`src/rtl/bgd_pkg.sv`:
```
package bgd_pkg;

  // button count, index width and field widths
  localparam int unsigned NumButtons = 4;
  localparam int unsigned IdxW       = 2;
  localparam int unsigned TimeW      = 32;
  localparam int unsigned ThreshW    = 16;
  localparam int unsigned TapW       = 2;

  // tap count ceiling
  localparam logic [TapW-1:0] TapMax = TapW'(2);

  // configuration register indexes (paddr[3:2])
  localparam logic [1:0] RegLongPress = 2'd0;
  localparam logic [1:0] RegDoubleTap = 2'd1;
  localparam logic [1:0] RegEnableMsk = 2'd2;

  // reset values of the configuration registers
  localparam logic [ThreshW-1:0]    LongPressRst = ThreshW'(1000);
  localparam logic [ThreshW-1:0]    DoubleTapRst = ThreshW'(400);
  localparam logic [NumButtons-1:0] EnableMskRst = NumButtons'(1);

  // per-button state word held in the state memory
  typedef struct packed {
    logic             pressed;
    logic [TimeW-1:0] hold_t0;
    logic [TimeW-1:0] tap_t0;
    logic [TapW-1:0]  taps;
    logic             long_done;
  } btn_ctx_t;

  localparam int unsigned StateW = $bits(btn_ctx_t);

  // event flags of one result word
  typedef struct packed {
    logic long_end;
    logic long_start;
    logic double_tap;
    logic single_tap;
  } evt_flags_t;

endpackage

```
`src/rtl/bgd_ram.sv`:
```
module bgd_ram #(
  parameter int unsigned Width = 8,
  parameter int unsigned Depth = 4
) (
  input  logic                                     clk_i,
  input  logic                                     we_i,
  input  logic [(Depth > 1 ? $clog2(Depth) : 1)-1:0] waddr_i,
  input  logic [Width-1:0]                         wdata_i,
  input  logic                                     re_i,
  input  logic [(Depth > 1 ? $clog2(Depth) : 1)-1:0] raddr_i,
  output logic [Width-1:0]                         rdata_o
);

  logic [Width-1:0] mem_q [Depth];
  logic [Width-1:0] rdata_q;

  // one write port, one registered read port
  always_ff @(posedge clk_i) begin
    if (we_i) begin
      mem_q[waddr_i] <= wdata_i;
    end
    if (re_i) begin
      rdata_q <= mem_q[raddr_i];
    end
  end

  assign rdata_o = rdata_q;

endmodule

```
`src/rtl/button_gesture_detector_core.sv`:
```
// channel   dir  tdata (low bit up)                    tuser
// s_axis    in   button_held, now_ms[31:0], 7'b0       button_index
// m_axis    out  single_tap, double_tap, long_start,   event_button
//                long_end, 4'b0
// apb       in   0: long_press_ms, 4: double_tap_ms, 8: button_enable_mask
//
// one word per cycle sustained while m_axis accepts; a word is registered in the
// update stage, where the state memory data arrives and the update is computed,
// then in the output register, which drives m_axis tvalid
// back-to-back words for the same button are served by forwarding the update
// reset clears the entry valid bits, so every button starts from zero state
// a stalled m_axis holds the update stage and, behind it, s_axis tready
module button_gesture_detector_core (
  input  logic        clk_i,
  input  logic        rst_ni,
  // poll samples
  input  logic        s_axis_tvalid,
  output logic        s_axis_tready,
  input  logic [39:0] s_axis_tdata,   // button_held, now_ms, zero fill
  input  logic [1:0]  s_axis_tuser,   // button_index
  // gesture events
  output logic        m_axis_tvalid,
  input  logic        m_axis_tready,
  output logic [7:0]  m_axis_tdata,   // single_tap, double_tap, long_start, long_end, zero fill
  output logic [1:0]  m_axis_tuser,   // event_button
  // configuration
  input  logic        psel,
  input  logic        penable,
  input  logic        pwrite,
  input  logic [3:0]  paddr,
  input  logic [31:0] pwdata,
  output logic [31:0] prdata,
  output logic        pready
);
  import bgd_pkg::*;

  localparam int unsigned RamAw = (NumButtons > 1) ? $clog2(NumButtons) : 1;

  // configuration registers
  logic [ThreshW-1:0]    long_ms_q;
  logic [ThreshW-1:0]    dtap_ms_q;
  logic [NumButtons-1:0] en_mask_q;
  logic                  cfg_wr;

  assign pready = 1'b1;
  assign cfg_wr = psel & penable & pwrite;

  always_ff @(posedge clk_i or negedge rst_ni) begin
    if (!rst_ni) begin
      long_ms_q <= LongPressRst;
      dtap_ms_q <= DoubleTapRst;
      en_mask_q <= EnableMskRst;
    end else if (cfg_wr) begin
      unique case (paddr[3:2])
        RegLongPress: long_ms_q <= pwdata[ThreshW-1:0];
        RegDoubleTap: dtap_ms_q <= pwdata[ThreshW-1:0];
        RegEnableMsk: en_mask_q <= pwdata[NumButtons-1:0];
        default: ;
      endcase
    end
  end

  always_comb begin
    unique case (paddr[3:2])
      RegLongPress: prdata = 32'(long_ms_q);
      RegDoubleTap: prdata = 32'(dtap_ms_q);
      RegEnableMsk: prdata = 32'(en_mask_q);
      default:      prdata = '0;
    endcase
  end

  // handshake and stage control
  logic                  in_acc;
  logic                  s1_adv;
  logic                  s1_vld_q;
  logic [IdxW-1:0]       s1_idx_q;
  logic                  s1_held_q;
  logic [TimeW-1:0]      s1_now_q;
  logic                  rd_vld_q;
  logic                  fwd_q;
  btn_ctx_t              fwd_st_q;
  logic [NumButtons-1:0] ent_vld_q;
  logic                  out_vld_q;
  evt_flags_t            out_flags_q;
  logic [IdxW-1:0]       out_btn_q;

  logic [StateW-1:0]     ram_rdata;
  logic                  in_range;
  logic                  btn_en;
  logic                  st_wr;
  btn_ctx_t              cur_st;
  btn_ctx_t              nxt_st;
  evt_flags_t            flags;
  logic [TimeW-1:0]      hold_el;
  logic [TimeW-1:0]      tap_el;
  logic                  hold_long;
  logic                  release_ev;

  assign s1_adv        = s1_vld_q & (~out_vld_q | m_axis_tready);
  assign s_axis_tready = ~s1_vld_q | s1_adv;
  assign in_acc        = s_axis_tvalid & s_axis_tready;

  assign in_range = 32'(s1_idx_q) < NumButtons;
  assign btn_en   = in_range & en_mask_q[s1_idx_q[RamAw-1:0]];
  assign st_wr    = s1_adv & btn_en;

  // state memory, one entry per button
  bgd_ram #(
    .Width (StateW),
    .Depth (NumButtons)
  ) u_state_ram (
    .clk_i   (clk_i),
    .we_i    (st_wr),
    .waddr_i (s1_idx_q[RamAw-1:0]),
    .wdata_i (nxt_st),
    .re_i    (in_acc),
    .raddr_i (s_axis_tuser[RamAw-1:0]),
    .rdata_o (ram_rdata)
  );

  // current state: forwarded update, memory word, or zero for unwritten entry
  always_comb begin
    if (fwd_q) begin
      cur_st = fwd_st_q;
    end else if (rd_vld_q) begin
      cur_st = btn_ctx_t'(ram_rdata);
    end else begin
      cur_st = '0;
    end
  end

  // gesture update for one poll
  always_comb begin
    nxt_st     = cur_st;
    flags      = '0;
    release_ev = 1'b0;
    hold_el    = '0;
    tap_el     = '0;
    hold_long  = 1'b0;
    if (btn_en) begin
      // press edge starts timing
      if (s1_held_q && !cur_st.pressed) begin
        nxt_st.pressed   = 1'b1;
        nxt_st.hold_t0   = s1_now_q;
        nxt_st.long_done = 1'b0;
      end
      hold_el   = s1_now_q - nxt_st.hold_t0;
      hold_long = hold_el >= TimeW'(long_ms_q);
      // release edge: long end or a tap
      if (!s1_held_q && cur_st.pressed) begin
        nxt_st.pressed = 1'b0;
        if (hold_long) begin
          flags.long_end = 1'b1;
        end else begin
          release_ev    = 1'b1;
          nxt_st.tap_t0 = s1_now_q;
          if (cur_st.taps < TapMax) begin
            nxt_st.taps = cur_st.taps + TapW'(1);
          end
        end
      end
      // long start once per hold
      if (nxt_st.pressed && !nxt_st.long_done && hold_long) begin
        nxt_st.long_done = 1'b1;
        flags.long_start = 1'b1;
      end
      // resolve taps after the quiet window
      tap_el = release_ev ? '0 : (s1_now_q - cur_st.tap_t0);
      if ((nxt_st.taps != '0) && !nxt_st.pressed && (tap_el >= TimeW'(dtap_ms_q))) begin
        if (nxt_st.taps >= TapMax) begin
          flags.double_tap = 1'b1;
        end else begin
          flags.single_tap = 1'b1;
        end
        nxt_st.taps = '0;
      end
    end
  end

  // update stage and forwarding control
  always_ff @(posedge clk_i or negedge rst_ni) begin
    if (!rst_ni) begin
      s1_vld_q  <= 1'b0;
      fwd_q     <= 1'b0;
      rd_vld_q  <= 1'b0;
      ent_vld_q <= '0;
      out_vld_q <= 1'b0;
    end else begin
      if (in_acc) begin
        s1_vld_q <= 1'b1;
        fwd_q    <= st_wr & (s1_idx_q == s_axis_tuser);
        rd_vld_q <= ent_vld_q[s_axis_tuser[RamAw-1:0]];
      end else if (s1_adv) begin
        s1_vld_q <= 1'b0;
      end
      if (st_wr) begin
        ent_vld_q[s1_idx_q[RamAw-1:0]] <= 1'b1;
      end
      if (s1_adv) begin
        out_vld_q <= 1'b1;
      end else if (m_axis_tready) begin
        out_vld_q <= 1'b0;
      end
    end
  end

  // payload registers
  always_ff @(posedge clk_i) begin
    if (in_acc) begin
      s1_idx_q  <= s_axis_tuser;
      s1_held_q <= s_axis_tdata[0];
      s1_now_q  <= s_axis_tdata[32:1];
      fwd_st_q  <= nxt_st;
    end
    if (s1_adv) begin
      out_flags_q <= flags;
      out_btn_q   <= s1_idx_q;
    end
  end

  assign m_axis_tvalid = out_vld_q;
  assign m_axis_tdata  = {4'b0000, out_flags_q};
  assign m_axis_tuser  = out_btn_q;

  // zero fill of the input word is not used
  logic unused_fill;
  assign unused_fill = ^s_axis_tdata[39:33];

  // byte offset and upper write data bits are not used
  logic unused_apb;
  assign unused_apb = ^{paddr[1:0], pwdata[31:ThreshW]};

endmodule
```
`config.mk`:
```
export PLATFORM = sky130hd
export DESIGN_NAME = button_gesture_detector_core
export DESIGN_NICKNAME = d
export VERILOG_FILES = /design/src/rtl/bgd_pkg.sv /design/src/rtl/bgd_ram.sv /design/src/rtl/button_gesture_detector_core.sv
export SDC_FILE = /design/constraint.sdc
export NUM_CORES = 1
export LEC_CHECK = 0
export BUFFER_PORTS_ARGS = -buffer_cell sky130_fd_sc_hd__buf_2
export CAP_MARGIN = 20
export CORE_AREA = 2 2 245 174
export CTS_CLUSTER_DIAMETER = 150
export DETAILED_ROUTE_END_ITERATION = 16
export DIE_AREA = 0 0 247 176
export PLACE_DENSITY_LB_ADDON = 0.05
export SLEW_MARGIN = 15
export SYNTH_ARGS = -nofsm -noshare
export SYNTH_HDL_FRONTEND = slang
export SYNTH_HIERARCHICAL = 1
export SYNTH_SLANG_ARGS = --single-unit
export TNS_END_PERCENT = 100
```
`constraint.sdc`:
```
create_clock -name clk_i -period 20.2 [get_ports clk_i]
set_clock_uncertainty 0.1 [all_clocks]
set_input_delay 2.02 -clock clk_i [delete_from_list [all_inputs] [get_ports clk_i]]
set_output_delay 2.02 -clock clk_i [all_outputs]
set_load 0.03 [all_outputs]
```
==> impl_metrics.csv <==
group,metric,value,unit
worst_setup_path,critPathArrivalTime,10490,ps
layout,area_growth,8.74,%
layout,antenna_cells,0,
worst_setup_path,critical_path.max_fanout,40,
clocking,cts_buffer_depth,3,
logic_synthesis,synth-edff-count,449,
placed_design,port_buffers,83,
grt,gr-usage-all-layers,0.280,
grt,grt_pass1_vias,15100,
power_and_ir_drop,peakVddDrop,0.0000860,V
floorplan,start_util,0.598,
logic_synthesis,synth_ff_type,"edfxtp_1",
timing,max_freq,0.0971,GHz
detailed_routing,avgViaCountPerCell,6.41,
power_and_ir_drop,leakage,9.87,nW
floorplan,die_h,176,µm
placed_design,gp_congestion,0.922,
clocking,ctsResizeCount,0,
logic_synthesis,synth.cell_area,24400,µm²
timing,maxSlewViolCount,0,
timing,worst_pin_slew,1140,ps
layout,layout-drive-gt1-share,0.161,
detailed_routing,ant_nets,0,
grt,overflow,0,
floorplan,io_pins,130,
placed_design,place_inst,2333,
clocking,cts_made_buffers,45,
grt,antenna_found_initial,1,
detailed_routing,wirelength,60.2,mm
worst_setup_path,cp_slowest_cell,"a2111oi_1",
detailed_routing,drc,0,
logic_synthesis,async_flop_share,0.0892,
timing,fin_crit_sh,0.510,
logic_synthesis,synth_top_area_cell,"edfxtp_1",
floorplan,dieWidth,247,µm
layout,n_fill_cell,2986,
placed_design,place_hpwl,40.3,mm
logic_synthesis,seq_area_frac_synth,0.597,
worst_setup_path,critPathMaxStageDelay,1000,ps
timing,setup-violations-final,0,
timing,hold_slack,368,ps
logic_synthesis,synth.most_common_cell,"edfxtp_1",
floorplan,rows,62,
clocking,cts_tree,"done",
detailed_routing,drt_iter0_drc,1521,
timing,grt_setup_unrepaired,"false",
timing,slew_headroom,0.238,
clocking,cts_max_level,2,
clocking,clk-insertion-delay-late,570,ps
timing,finalHoldViolCount,0,
grt,grt_max_degree,107,
placed_design,dpl_worst_slack,10010,ps
detailed_routing,vias,15500,
logic_synthesis,syn_inst,1778,
clocking,path_clk_slew,60,ps
floorplan,core,40900,µm²
detailed_routing,drt_pass1_iterations,5,
worst_setup_path,reg2reg_slack,9900,ps
power_and_ir_drop,powerDensity,120,nW/µm²
grt,grt_first_pass_wirelength,91.0,mm
layout,fin_cells,2417,
timing,fin_ws,9900,ps
logic_synthesis,ys_ff_latch,493,
floorplan,dieArea,43500,µm²
detailed_routing,post_drt_wl_per_cell,24.9,µm
worst_setup_path,critPathRequiredTime,20390,ps
logic_synthesis,synth_cell_type_count,89,
logic_synthesis,synthTopCellsByCount,"edfxtp_1, a21oi_1, nand2_1",
timing,setup_tns,0,ps
logic_synthesis,synth_top_area_share,0.552,
logic_synthesis,synth.area.top_cells,"edfxtp_1, mux4_2, ha_1",
timing,fin_crit,10300,ps
logic_synthesis,syn_avg_cell_area,13.7,µm²
clocking,postCtsSetupRepairBufs,0,
layout,final_net_count,2017,
worst_setup_path,endpoint_kind,"register",
clocking,ctsHoldBuffers,0,
hold_path,hp-class,"reg -> reg",
status,outcome,"finished, final reports clean",
worst_setup_path,cp-start-kind,"register",
job,maxCapViolations,0,
clocking,cts_sinks,493,
clocking,clock_tree.root_cell,"clkbuf_16",
logic_synthesis,yosys_warnings,6,
worst_setup_path,critPathKind,"reg -> reg",
-- per-stage QoR --
step	utilization	power, mW	area, µm²
after floorplan	-	2.09	24500
after global placement	0.615	2.35	25200
after global routing	0.650	3.36	26600
after detailed placement	0.615	2.38	25200
final	0.650	3.20	26600
after CTS	0.649	3.19	26500
-- power breakdown --
| group | total (mW) | switching, mW | internal (mW) | leakage [nW] |
|---|---|---|---|---|
| Sequential | 1.34 | 0.0523 | 1.29 | 4.70 |
| Combinational | 1.04 | 0.666 | 0.371 | 4.50 |
| Clock | 0.818 | 0.367 | 0.451 | 0.673 |
-- path summary, 6_finish.rpt --
path                            depth (start not counted)               to          from
worst max-delay path                                   30  m_axis_tdata[0]         fwd_q
worst min-delay path                                    2     ent_vld_q[0]  ent_vld_q[0]
worst max register to register                         30  m_axis_tdata[0]         fwd_q
worst min register to register                          2     ent_vld_q[0]  ent_vld_q[0]
max in group asynchronous                               2     long_ms_q[9]        rst_ni
min in group asynchronous                               1            fwd_q        rst_ni
-- final cells by class --
cell class / instances / area [µm²] / area share
clock buffers: 56 / 1210 / 0.0455
inverters: 87 / 332 / 0.0125
multi-input cells: 1107 / 8970 / 0.338
clock inverters: 27 / 186 / 0.00702
well taps: 544 / 681 / 0.0256
repair buffers: 103 / 591 / 0.0222
flip-flops and latches: 493 / 14600 / 0.549
-- worst max-delay path, delay by kind of cell, from the launching register on --
| family | cells | cell delay (ps) |
|---|---|---|
| compound gates | 11 | 3960 |
| xor+xnor | 1 | 130 |
| fa+ha+maj | 3 | 960 |
| buf+inv | 3 | 1340 |
| flops | 1 | 720 |
| mux | 1 | 140 |
| simple gates | 11 | 2600 |
-- cell usage in the layout, fill, tap and decap left out, types with 10 or more instances in the layout --
master,n
edfxtp_1,449
a21oi_1,109
nand2_1,101
o21ai_0,97
nor2_1,95
ha_1,93
inv_1,86
buf_2,81
mux4_2,70
mux2i_1,55
clkbuf_16,47
a22oi_1,34
dfrtp_1,33
a221o_1,31
a221oi_1,31
nand3_1,30
a21o_1,27
mux2_2,27
xnor2_1,21
conb_1,21
buf_4,21
nand2b_1,18
nand4_1,17
xor2_1,16
a211oi_1,14
nor3_1,14
clkinv_1,14
and3_1,12
o2111ai_1,11
dfstp_2,10
-- per-layer routing --
layer  vias up  global-route usage  routed length [µm]
li1       7052                   -                   -
met1      7761               0.434               27400
met2       611               0.426               26800
met3        75              0.0433                4910
met4         0              0.0562                1020
met5         -                   0                   0
-- registers in the layout, summed over array words and instances, names as in the netlist --
register / count
s1_vld_q: 1
long_ms_q: 16
s1_held_q: 1
s1_now_q: 32
m_axis_tuser: 2
en_mask_q: 4
rd_vld_q: 1
dtap_ms_q: 16
u_state_ram/rdata_o: 68
u_state_ram/mem_q: 272
fwd_q: 1
s1_idx_q: 2
m_axis_tdata: 4
m_axis_tvalid: 1
fwd_st_q: 68
ent_vld_q: 4
-- cell families (layout without fill, tap and decap cells) --
| group | Yosys count | count (layout) | synth area share |
|---|---|---|---|
| flops | 493 | 493 | 0.597 |
| compound gates | 441 | 441 | 0.124 |
| simple gates | 356 | 356 | 0.0731 |
| buf+inv | 197 | 273 | 0.0400 |
| mux | 156 | 156 | 0.102 |
| fa+ha+maj | 96 | 96 | 0.0497 |
| xor+xnor | 37 | 37 | 0.0133 |
| other cells | 2 | 21 | 0.000307 |
Power figures use the tool's default switching activity.
